<file path="src/hw/rtl/blt_pkg.sv">
// Shared constants for the bone local transform pipeline.
package blt_pkg;

    localparam int QUAT_BITS     = 64;  // packed quaternion word on the input bus
    localparam int LEN2_BITS     = 64;  // squared length accumulates with this ceiling
    localparam int ROT_WIDTH_DEF = 16;  // quaternion component, Q2.14
    localparam int POS_WIDTH_DEF = 24;  // translation component, Q16.8
    localparam int QUAT_COMPS    = 4;
    localparam int VEC_COMPS     = 3;

endpackage

</file>
<file path="src/hw/rtl/blt_outbuf.sv">
// Two-entry output queue that decouples the pipeline from the downstream ready.
module blt_outbuf
    import blt_pkg::*;
#(
    parameter int WIDTH = ROT_WIDTH_DEF
)(
    input  logic             clk,
    input  logic             rst_n,
    input  logic             push,
    input  logic [WIDTH-1:0] push_data,
    output logic             has_room,
    output logic             out_valid,
    input  logic             out_ready,
    output logic [WIDTH-1:0] out_data
);

    logic [WIDTH-1:0] mem_reg [2];
    logic             wr_ptr_reg;
    logic             rd_ptr_reg;
    logic [1:0]       cnt_reg;
    logic             pop;

    assign pop       = out_valid && out_ready;
    assign has_room  = (cnt_reg != 2'd2);
    assign out_valid = (cnt_reg != 2'd0);
    assign out_data  = mem_reg[rd_ptr_reg];

    always_ff @(posedge clk or negedge rst_n)
    begin
        if (!rst_n)
        begin
            wr_ptr_reg <= 1'b0;
            rd_ptr_reg <= 1'b0;
            cnt_reg    <= 2'd0;
        end
        else
        begin
            if (push)
                wr_ptr_reg <= ~wr_ptr_reg;
            if (pop)
                rd_ptr_reg <= ~rd_ptr_reg;
            if (push && !pop)
                cnt_reg <= cnt_reg + 2'd1;
            else if (pop && !push)
                cnt_reg <= cnt_reg - 2'd1;
        end
    end

    always_ff @(posedge clk)
    begin
        if (push)
            mem_reg[wr_ptr_reg] <= push_data;
    end

endmodule

</file>
<file path="config.mk">
export PLATFORM = sky130hd
export DESIGN_NAME = blt_outbuf
export DESIGN_NICKNAME = d
export VERILOG_FILES = /design/src/hw/rtl/blt_pkg.sv /design/src/hw/rtl/blt_outbuf.sv
export SDC_FILE = /design/constraint.sdc
export NUM_CORES = 1
export LEC_CHECK = 0
export BUFFER_PORTS_ARGS = -buffer_cell sky130_fd_sc_hd__buf_2
export CAP_MARGIN = 30
export CORE_UTILIZATION = 50
export DETAILED_ROUTE_END_ITERATION = 10
export PLACE_DENSITY = 0.88
export SLEW_MARGIN = 25
export SYNTH_ARGS = -nofsm -noshare
export SYNTH_HDL_FRONTEND = slang
export SYNTH_SLANG_ARGS = --single-unit
</file>
<file path="constraint.sdc">
create_clock -name clk -period 2.34 [get_ports clk]
set_clock_uncertainty 0.1 [all_clocks]
set_input_delay 0.351 -clock clk [delete_from_list [all_inputs] [get_ports clk]]
set_output_delay 0.351 -clock clk [all_outputs]
set_load 0.01 [all_outputs]
</file>
==> results of run 1 <==
[cell families after synthesis]
logic type | after synthesis
muxes | 16
adders and majority gates | 1
DFF | 36
buffers and inverters | 2
xor gates and xnor gates | 5
and+or+nand+nor | 6
[final cells by class]
type	count	area (um2)
Fill cell	178	860
Clock inverter	2	33.8
Multi-Input combinational cell	28	305
Timing Repair Buffer	41	218
Clock buffer	6	51.3
Tap cell	30	37.5
Sequential cell	36	1060
[through the flow]
| step | hold slack, ns | power [mW] | cell area, um2 | setup WS, ns |
|---|---|---|---|---|
| 2_1_floorplan | -0.0446 | 1.42 | 1400 | 0.711 |
| 4_1_cts | 0.0917 | 2.03 | 1710 | 0.0611 |
| 3_3_place_gp | 0.0579 | 1.56 | 1610 | 0.490 |
| 6_report | 0.103 | 2.01 | 1710 | 0.299 |
| 3_5_place_dp | 0.0669 | 1.60 | 1610 | 0.436 |
| 5_1_grt | 0.0789 | 2.11 | 1710 | 0.217 |
[report_power, final]
part           internal (mW)  switching [mW]  total [mW]
Sequential             0.866           0.103       0.968
Combinational          0.338           0.266       0.604
Clock                  0.251           0.185       0.435
[layout by cell type (no fill, tap or decap), types with 2 or more instances in the layout]
| cell type | synthesis | routed |
|---|---|---|
| sky130_fd_sc_hd__clkbuf_4 | 0 | 5 |
| sky130_fd_sc_hd__xnor2_1 | 2 | 2 |
| sky130_fd_sc_hd__dfrtp_1 | 4 | 3 |
| sky130_fd_sc_hd__edfxtp_1 | 32 | 32 |
| sky130_fd_sc_hd__buf_2 | 0 | 37 |
| sky130_fd_sc_hd__mux2_4 | 9 | 9 |
| sky130_fd_sc_hd__mux2_2 | 7 | 7 |
| sky130_fd_sc_hd__xor2_1 | 3 | 3 |
| sky130_fd_sc_hd__buf_4 | 0 | 3 |
[routing by layer]
layer,vias up,wire length (um),share of wire
li1,338,-,-
met1,348,735,0.36
met2,24,1130,0.56
met3,7,94,0.046
met4,0,64,0.032
met5,-,0,0
[path summary, 6_finish.rpt]
kind                         startpoint       endpoint  slack, ns  cells after the start
max                          rd_ptr_reg    out_data[1]       0.30                      3
min                        push_data[7]  mem_reg[0][7]       0.10                      1
max reg2reg                  cnt_reg[0]     cnt_reg[1]       0.84                      6
min reg2reg                  cnt_reg[1]     cnt_reg[1]       0.41                      1
max in group asynchronous         rst_n     rd_ptr_reg       1.77                      2
min in group asynchronous         rst_n     rd_ptr_reg       0.24                      2
[worst max-delay path: stages (launching register included)]
cell and delay [ns]:
sky130_fd_sc_hd__dfrtp_2 0.58, sky130_fd_sc_hd__buf_4 0.23, sky130_fd_sc_hd__mux2_4 0.31, sky130_fd_sc_hd__buf_2 0.14
[what timing repair did]
action | 4_1_cts | 5_1_grt
buffers inserted | 0 | 0
gates resized for setup | 0 | 1
hold buffers | 1 | 0
endpoints found under the setup margin | 0 | 1
hold endpoints to repair | 4 | 0
==> Flow_metrics.wiki, run 1 <==
{| class="wikitable"
! Metric !! Value
|-
| DR WL/cell || 14.2 um
|-
| Clock root buffer master || sky130_fd_sc_hd__clkbuf_4
|-
| Max capacitance violation total || 0
|-
| Met2 usage || 0.259
|-
| Type of origin of the critical path || flip-flop
|-
| Syn_nets || 87
|-
| Full die area || 3010 um2
|-
| Multiplexer share of the synthesized area || 0.153
|-
| Power per Cell Area || 1180 nW/um2
|-
| Proportion of register bits with asynchronous set or reset after synthesis || 0.111
|-
| Max Root-Sink Buffers || 2
|-
| Result of the run || finished clean
|-
| Vias in the first global route || 690
|-
| Share of the synthesized area in the top cell type || 0.688
|-
| Max reg flops || 32
|-
| Share of synthesized area occupied by flip-flops and latches || 0.759
|-
| Share of layout cells above drive strength 1 || 0.575
|-
| Post-Syn Area per Cell || 21.2 um2
|-
| Layout overhead on the synthesized area || 22.2%
|-
| Count of inserted antenna diode cells || 0
|-
| Worst-path clk slew || 0.10 ns
|-
| Class of the worst hold path || in2reg
|-
| Number of sinks on the clock net || 36
|-
| Cell types with the largest area share after synthesis || sky130_fd_sc_hd__edfxtp_1 69%, sky130_fd_sc_hd__mux2_4 9.7%, sky130_fd_sc_hd__dfrtp_1 7.2%, sky130_fd_sc_hd__mux2_2 5.6%, sky130_fd_sc_hd__xor2_1 1.9%
|-
| DRC marker count from the first detailed-route iteration || 11
|-
| Minimum clock period after layout || 2.04 ns
|-
| Count of pins on the block boundary || 38
|-
| Static Leak || 0.696 nW
|-
| Met3 global-route usage || 0.0722
|-
| CTS tree || yes
|-
| Number of instances in the synthesized netlist || 66
|-
| Setup Total Neg Slack || 0 ns
|-
| Width of the chip || 54.9 um
|-
| Detailed-placement wirelength estimate || 1520 um
|-
| Highest-utilization routing layer at the global route stage || met2
|-
| Global-route usage over all layers || 0.156
|-
| Initial core utilization || 0.544
|-
| CP arrival || 1.59 ns
|-
| Portion of the clock cycle consumed by the worst path in the final layout || 0.872
|-
| Vias per inst || 5.01
|-
| Count of port buffers added during placement || 37
|-
| Final cell count without fillers || 143
|-
| Met1 Track Usage GR || 0.156
|-
| Final setup viols || 0
|-
| Largest family of logic cells by synthesized area || multiplexers
|-
| Crit. End Element || primary output
|-
| Total global routing overflow || 0
|-
| Start-to-end type of the worst setup path || reg2out
|-
| Synthesis-stage register bit count || 36
|-
| Global placement routability congestion || 0.673
|-
| First-pass detailed-route iteration total || 4
|-
| Mapped Area || 1400 um2
|-
| Maximum number of pins on one net before global-route repair || 17
|-
| Peak supply drop || 0.808 mV
|-
| Library cell with the highest instance count after synthesis || sky130_fd_sc_hd__edfxtp_1
|-
| Count of unresolved DRC violations after routing || 0
|-
| Htree depth || 2
|-
| Fraction of the core area covered by cells at the end of the flow || 0.665
|-
| FP Rows || 18
|-
| Compound-Gate Fraction of Synth Area || 0
|-
| Maximum frequency from static timing analysis || 490 MHz
|-
| Critical path data required time || 1.89 ns
|-
| XOR/XNOR share of the synthesized area || 0.0313
|-
| Antenna violations before repair || 0
|-
| # placed instances || 134
|-
| Worst-skew pair later-pin latency || 0.32 ns
|-
| Post-synth top area cell || sky130_fd_sc_hd__edfxtp_1
|-
| Slew of the pin with the lowest slew margin || 0.710 ns
|-
| Final net count || 133
|-
| Routed wire length || 2030 um
|-
| Warning count from the yosys run || 0
|-
| RSZ-0062 raised after global routing || false
|-
| Via Count || 717
|-
| Number of clock buffers inserted by TritonCTS || 5
|-
| Share of synthesized cell area in full adder, half adder and majority cells || 0.00895
|-
| Most used flip-flop cell after synthesis || sky130_fd_sc_hd__edfxtp_1
|-
| Count of distinct cell types in the synthesized netlist || 15
|-
| Placeable Area || 2570 um2
|-
| DIE HEIGHT || 54.9 um
|-
| Leading post-synthesis cells by instance count || 32 x sky130_fd_sc_hd__edfxtp_1, 9 x sky130_fd_sc_hd__mux2_4, 7 x sky130_fd_sc_hd__mux2_2
|-
| Number of max-slew violations in the final report || 0
|-
| Relative max-transition margin || 0.527
|-
| Number of nets still failing antenna checks after routing || 0
|-
| Highest fanout seen on the critical path || 13
|-
| Final number of hold-violating endpoints || 0
|-
| Number of enable flip-flop cells after synthesis || 32
|-
| First-pass GRT wire length || 2910 um
|-
| Simple-gate area share of the yosys netlist || 0.0251
|}
Note: power is estimated with default switching activity, not from simulation.
==> inputs of run 2 (changes only) <==
- CORE_ASPECT_RATIO: unset -> 1.5
==> run 2 against run 1 <==
Setup slack improved by 0.15 ns; maximum frequency up 7.8%; sequential share of layout area shrank 0.16 points; combinational power grew 7.3%; non-clock buffer count is the same; power fell by 2.5%; critical path type unchanged; die area rose by 0.13%; utilization fell by 2.6 points; routed wire length shrank 0.44%.
==> Flow_metrics.wiki, run 2 (synthesis gave the netlist of run 1 again) <==
{| class="wikitable"
! Metric !! Value
|-
| Register-to-register path setup slack || 0.83 ns (about the same)
|-
| Power per Cell Area || 1140 nW/um2 (-2.7%)
|-
| Start-to-end type of the worst setup path || reg2out
|-
| Reg-to-reg critical path startpoint || cnt_reg[0]
|-
| Count of pins on the block boundary || 38 (unchanged)
|-
| Number of nets still failing antenna checks after routing || 0 (unchanged)
|-
| Htree depth || 2 (unchanged)
|-
| Slowest-stage cell, CP || sky130_fd_sc_hd__mux2_2
|-
| Met3 global-route usage || 0.0650 (-0.00718)
|-
| Total global routing overflow || 0 (unchanged)
|-
| Portion of the clock cycle consumed by the worst path in the final layout || 0.809 (-0.0631)
|-
| Setup Total Neg Slack || 0 ns (unchanged)
|-
| Number of buffer and inverter stages on the critical path || 2 (unchanged)
|-
| First-pass GRT wire length || 3070 um (+5.5%)
|-
| Max Root-Sink Buffers || 2 (unchanged)
|-
| Series of cell instances along the critical path || buf_4 -> mux2_2 -> buf_2
|-
| Worst Reg2Reg Path Length in Cells || 6 (unchanged)
|-
| Number of clock buffers inserted by TritonCTS || 5 (unchanged)
|-
| FP Rows || 23 (+5)
|-
| Static Leak || 0.691 nW (-0.72%)
|-
| RSZ-0062 raised after global routing || false
|-
| Relative max-transition margin || 0.829 (+0.302)
|-
| Vias in the first global route || 729 (+5.7%)
|-
| DRC marker count from the first detailed-route iteration || 15 (+4)
|-
| Clock root buffer master || sky130_fd_sc_hd__clkbuf_8
|-
| Worst-skew pair later-pin latency || 0.27 ns (-0.05 ns)
|-
| Width of the chip || 45.2 um (-18%)
|-
| Met2 usage || 0.279 (+0.0199)
|-
| Type of origin of the critical path || flip-flop
|-
| Max capacitance violation total || 0 (unchanged)
|-
| Peak supply drop || 0.726 mV (-10%)
|-
| Placeable Area || 2680 um2 (+4.2%)
|-
| Maximum number of pins on one net before global-route repair || 17 (unchanged)
|-
| Count of port buffers added during placement || 37 (unchanged)
|-
| Full die area || 3010 um2 (+0.13%)
|-
| Worst-path clk slew || 0.06 ns (-0.04 ns)
|-
| Maximum frequency from static timing analysis || 528 MHz (+7.8%)
|-
| Max reg flops || 32 (unchanged)
|-
| Highest fanout seen on the critical path || 16 (+3)
|-
| Final setup viols || 0 (unchanged)
|-
| Endpoint of the most critical setup path || out_data[9]
|-
| Final worst setup slack || 0.446 ns (+0.148 ns)
|-
| Global-route usage over all layers || 0.159 (+0.00320)
|-
| Layout overhead on the synthesized area || 22.4%
|-
| Count of unresolved DRC violations after routing || 0 (unchanged)
|-
| Initial core utilization || 0.522 (-0.0221)
|-
| Final net count || 133 (unchanged)
|-
| CP peak stage delay || 0.38 ns (-0.20 ns)
|-
| Number of sinks on the clock net || 36 (unchanged)
|-
| Minimum clock period after layout || 1.89 ns (-0.148 ns)
|-
| Post-cts sizing count || 0 (unchanged)
|-
| Vias per inst || 4.73 (-5.6%)
|-
| DR WL/cell || 13.5 um (-5.1%)
|-
| Count of inserted antenna diode cells || 0 (unchanged)
|-
| Routed wire length || 2020 um (-0.44%)
|-
| Via Count || 710 (-0.98%)
|-
| Share of layout cells above drive strength 1 || 0.549 (-0.0265)
|-
| Met1 Track Usage GR || 0.136 (-0.0193)
|-
| CTS tree || yes
|-
| Start point of the critical path || rd_ptr_reg
|-
| Crit-path leading delay family || buffers and inverters
|-
| Highest-utilization routing layer at the global route stage || met2
|-
| Number of gates on the worst path with buffers counted || 3 (unchanged)
|-
| Critical path data required time || 1.89 ns (about the same)
|-
| Slew of the pin with the lowest slew margin || 0.257 ns (-0.453 ns)
|-
| Result of the run || finished clean
|-
| Class of the worst hold path || in2reg
|-
| CP arrival || 1.44 ns (-0.15 ns)
|-
| DIE HEIGHT || 66.8 um (+22%)
|-
| Final number of hold-violating endpoints || 0 (unchanged)
|-
| Antenna violations before repair || 0 (unchanged)
|-
| Commonest non-fill, non-tap cell in the layout || sky130_fd_sc_hd__buf_2
|-
| Worst slack, placed || 0.725 ns (+0.289 ns)
|-
| First-pass detailed-route iteration total || 4 (unchanged)
|-
| Most used cells in the layout excluding fill and tap cells || 37 x sky130_fd_sc_hd__buf_2, 32 x sky130_fd_sc_hd__edfxtp_1, 9 x sky130_fd_sc_hd__mux2_4
|-
| Number of max-slew violations in the final report || 0 (unchanged)
|-
| Global placement routability congestion || 0.610 (-9.3%)
|-
| Reg2Reg Capture Point || cnt_reg[1]
|-
| Crit. End Element || primary output
|}
## run 2: report_power, final
| group | internal (mW) | total, mW | switching, mW |
|---|---|---|---|
| Combinational | 0.339 | 0.648 | 0.309 |
| Sequential | 0.865 | 0.923 | 0.0580 |
| Clock | 0.206 | 0.386 | 0.180 |
| Total | 1.41 | 1.96 | 0.547 |
## run 2: area by class of cell
| class | count | area, um2 |
|---|---|---|
| fillers | 203 | 966 |
| multi-input cells | 28 | 305 |
| well taps | 37 | 46.3 |
| clock inverters | 1 | 3.75 |
| flip-flops and latches | 36 | 1060 |
| repair buffers | 41 | 218 |
| clock buffers | 7 | 76.3 |
## run 2: worst min path at each step
stage / startpoint / cells after the start / endpoint / slack, ns
floorplan: rst_n / 0 / cnt_reg[0] / -0.04
global placement: rst_n / 1 / cnt_reg[1] / 0.06
detailed placement: rst_n / 1 / cnt_reg[0] / 0.06
CTS: push_data[3] / 1 / mem_reg[1][3] / 0.15
global route: push_data[4] / 1 / mem_reg[0][4] / 0.14
finish: push_data[3] / 1 / mem_reg[1][3] / 0.16
## run 2: stage by stage
step	total power, mW	hold WS [ns]	std cells	instance area, um2	util
2_1_floorplan	1.42	-0.0446	66	1400	-
3_3_place_gp	1.56	0.0553	141	1620	0.605
3_5_place_dp	1.60	0.0636	141	1620	0.605
4_1_cts	1.99	0.153	150	1710	0.639
5_1_grt	2.07	0.143	150	1710	0.639
6_report	1.96	0.162	150	1710	0.639
## run 2: worst register-to-register path, cell delays in order, from the launching register on
cell,delay (ns)
sky130_fd_sc_hd__dfrtp_1,0.42
sky130_fd_sc_hd__or2_1,0.27
sky130_fd_sc_hd__nand2_2,0.09
sky130_fd_sc_hd__ha_1,0.16
sky130_fd_sc_hd__xor2_1,0.16
sky130_fd_sc_hd__nor2_1,0.07
sky130_fd_sc_hd__xor2_1,0.14
## run 2: what timing repair did
item / in CTS / in global routing
hold buffers: 1 / 0
buffers inserted: 0 / 0
endpoints found under the hold margin: 4 / 0
## run 2: routing by layer
| layer | routed length (um) | share of wire | vias up |
|---|---|---|---|
| met5 | 0 | 0 | - |
| met4 | 57 | 0.028 | 0 |
| met3 | 103 | 0.051 | 5 |
| met2 | 1150 | 0.57 | 26 |
| met1 | 705 | 0.35 | 341 |
| li1 | - | - | 338 |
==> inputs of run 3 (changes only) <==
- clock period: 2.34 -> 1.9 ns (I/O delays scaled with it)
==> run 3 against run 2 <==
Setup slack worse by 0.29 ns; sequential power up 24%; sequential share of layout area down 0.81 points; register-to-register slack worse by 0.46 ns; die area unchanged; critical path depth unchanged; cell count unchanged; global-route usage down 0.23 points; clock power up 38%; largest cell class unchanged; combinational power up 27%; count of clock-buffer cells in the layout up 1.
==> Flow_metrics.wiki, run 3 (synthesis gave the netlist of run 1 again) <==
{| class="wikitable"
! Metric !! Value
|-
| Result of the run || finished clean
|-
| Maximum frequency from static timing analysis || 573 MHz
|-
| Cell-internal power || 1.80 mW (+28%)
|-
| Fraction of the core area covered by cells at the end of the flow || 0.647 (+0.00842)
|-
| Final number of hold-violating endpoints || 0 (unchanged)
|-
| Number of max-slew violations in the final report || 0 (unchanged)
|-
| Minimum clock period after layout || 1.75 ns
|-
| Met1 Track Usage GR || 0.136 (unchanged)
|-
| Count of unresolved DRC violations after routing || 0 (unchanged)
|-
| Hold path cells || 1 (unchanged)
|-
| Final setup viols || 0 (unchanged)
|-
| Commonest non-fill, non-tap cell in the layout || sky130_fd_sc_hd__buf_2
|-
| Multi-input gate area || 305 um2 (unchanged)
|-
| Register-to-register path setup slack || 0.37 ns (-0.46 ns)
|-
| Fillers || 199 (-2.0%)
|-
| Number of clock buffers inserted by TritonCTS || 5 (unchanged)
|-
| Antenna violations before repair || 0 (unchanged)
|-
| Count of pins on the block boundary || 38 (unchanged)
|-
| Highest-utilization routing layer at the global route stage || met2
|-
| Power per Cell Area || 1440 nW/um2 (+26%)
|-
| Quantity of hold-fixing buffers added after cts || 1 (unchanged)
|-
| First-pass detailed-route iteration total || 4 (unchanged)
|-
| Slew of the pin with the lowest slew margin || 0.220 ns (-0.0375 ns)
|-
| Share of layout cells above drive strength 1 || 0.558 (+0.00885)
|-
| Reg2Reg Capture Point || cnt_reg[1]
|-
| Critical path data required time || 1.51 ns (-0.38 ns)
|-
| Worst-skew pair later-pin latency || 0.28 ns (about the same)
|-
| First-pass GRT wire length || 3020 um (-1.6%)
|-
| Setup bufs post-CTS || 0 (unchanged)
|-
| Count of port buffers added during placement || 37 (unchanged)
|-
| Width of the chip || 45.2 um (unchanged)
|-
| Max capacitance violation total || 0 (unchanged)
|-
| FP Rows || 23 (unchanged)
|-
| DR WL/cell || 13.7 um (+1.9%)
|-
| Total global routing overflow || 0 (unchanged)
|-
| Placeable Area || 2680 um2 (unchanged)
|-
| Relative max-transition margin || 0.854 (+0.0250)
|-
| Portion of the clock cycle consumed by the worst path in the final layout || 0.919
|-
| DIE HEIGHT || 66.8 um (unchanged)
|-
| Max Root-Sink Buffers || 2 (unchanged)
|-
| Reg-to-reg critical path startpoint || cnt_reg[0]
|-
| Clock root buffer master || sky130_fd_sc_hd__clkbuf_8
|-
| Type of origin of the critical path || flip-flop
|-
| Post-cts sizing count || 0 (unchanged)
|-
| Htree depth || 2 (unchanged)
|-
| Switching part of the total || 0.276 (-0.00300)
|-
| Met3 global-route usage || 0.0678 (+0.00271)
|-
| Vias per inst || 4.81 (+1.7%)
|-
| Flop pwr share || 0.458 (-0.014)
|-
| Count of inserted antenna diode cells || 0 (unchanged)
|-
| Global placement routability congestion || 0.634 (+3.9%)
|-
| CP peak stage delay || 0.41 ns (+0.03 ns)
|-
| Routed wire length || 2060 um (+1.9%)
|-
| Worst slack, placed || 0.370 ns (-0.355 ns)
|-
| Full die area || 3010 um2 (unchanged)
|-
| Worst-path clk slew || 0.07 ns (about the same)
|-
| Setup Total Neg Slack || 0 ns (unchanged)
|-
| Number of sinks on the clock net || 36 (unchanged)
|-
| Via Count || 722 (+1.7%)
|-
| Combinational Power Share || 0.329 (-0.002)
|-
| Class of the worst hold path || in2reg
|-
| Most used cells in the layout excluding fill and tap cells || 37 x sky130_fd_sc_hd__buf_2, 32 x sky130_fd_sc_hd__edfxtp_1, 9 x sky130_fd_sc_hd__mux2_4
|-
| Maximum number of pins on one net before global-route repair || 17 (unchanged)
|-
| Crit. End Element || primary output
|-
| Final net count || 133 (unchanged)
|-
| Start-to-end type of the worst setup path || reg2out
|-
| Slowest-stage cell, CP || sky130_fd_sc_hd__dfrtp_1
|-
| Switching power of the nets || 689 uW (+26%)
|-
| Vias in the first global route || 720 (-1.2%)
|-
| Layout overhead on the synthesized area || 24.0%
|-
| Min-Delay Endpoint || mem_reg[0][14]
|-
| Worst Reg2Reg Path Length in Cells || 6 (unchanged)
|-
| Initial core utilization || 0.522 (unchanged)
|-
| Static Leak || 0.701 nW (+1.5%)
|-
| Highest fanout seen on the critical path || 16 (unchanged)
|-
| Sequential standard cell area || 1060 um2 (unchanged)
|-
| CP arrival || 1.36 ns (-0.08 ns)
|-
| Global-route usage over all layers || 0.157 (-0.00227)
|-
| Number of nets still failing antenna checks after routing || 0 (unchanged)
|-
| DRC marker count from the first detailed-route iteration || 32 (+17)
|-
| Met2 usage || 0.270 (-0.00906)
|-
| Series of cell instances along the critical path || buf_12 -> mux2_2 -> buf_2
|-
| Power share of the clock group || 0.213 (+0.016)
|-
| Final worst setup slack || 0.154 ns (-0.292 ns)
|-
| Min-Delay Startpoint || push_data[14]
|-
| Max reg flops || 32 (unchanged)
|-
| CTS tree || yes
|-
| RSZ-0062 raised after global routing || false
|-
| Peak supply drop || 1.02 mV (+41%)
|}
run 3: cell types whose count changed in the layout (fill, tap and decap cells not counted):
cell	delta
sky130_fd_sc_hd__buf_12	+1
sky130_fd_sc_hd__buf_4	-1
sky130_fd_sc_hd__clkbuf_8	+1
sky130_fd_sc_hd__clkinv_1	-1
run 3: critical path: cells and delay by family (launching register included):
| family | cells | cell delay, ns |
|---|---|---|
| buffers and inverters | 2 | 0.32 |
| flip-flops | 1 | 0.41 |
| multiplexers | 1 | 0.34 |
run 3: area by class of cell:
class,count,area share
repair buffers,41,0.133
clock buffers,8,0.0520
multi-input cells,28,0.176
flip-flops and latches,36,0.612
well taps,37,0.0267
run 3: metal layers:
metal	part of all wire	up-vias
met5	0	-
met4	0.029	0
met3	0.065	6
met2	0.58	28
met1	0.33	352
li1	-	336
run 3: metrics by stage:
step                total power [mW]  hold slack, ns  cells  area (um2)
floorplan                       1.75          -0.111     66        1400
global placement                1.95         -0.0115    141        1630
detailed placement              1.99        -0.00488    141        1630
CTS                             2.53          0.0817    150        1730
global route                    2.63          0.0774    150        1730
finish                          2.49          0.0878    150        1730
run 3: worst max-delay path by stage:
stage	from	end	slack (ns)	cells past startpoint
6_report	rd_ptr_reg	out_data[14]	0.15	3
5_1_grt	rd_ptr_reg	out_data[14]	0.1	3
4_1_cts	rd_ptr_reg	out_data[14]	0.13	3
3_5_place_dp	cnt_reg[0]	cnt_reg[1]	0.37	6
3_3_place_gp	rd_ptr_reg	out_data[12]	0.47	3
2_1_floorplan	wr_ptr_reg	mem_reg[0][0]	0.27	1
run 3: power groups by stage:
stage | Clock [mW] | Combinational (mW) | Sequential (mW)
floorplan | 0 | 0.615 | 1.13
CTS | 0.544 | 0.835 | 1.15
global placement | 0 | 0.808 | 1.14
detailed placement | 0 | 0.831 | 1.16
global route | 0.581 | 0.892 | 1.16
finish | 0.531 | 0.820 | 1.14
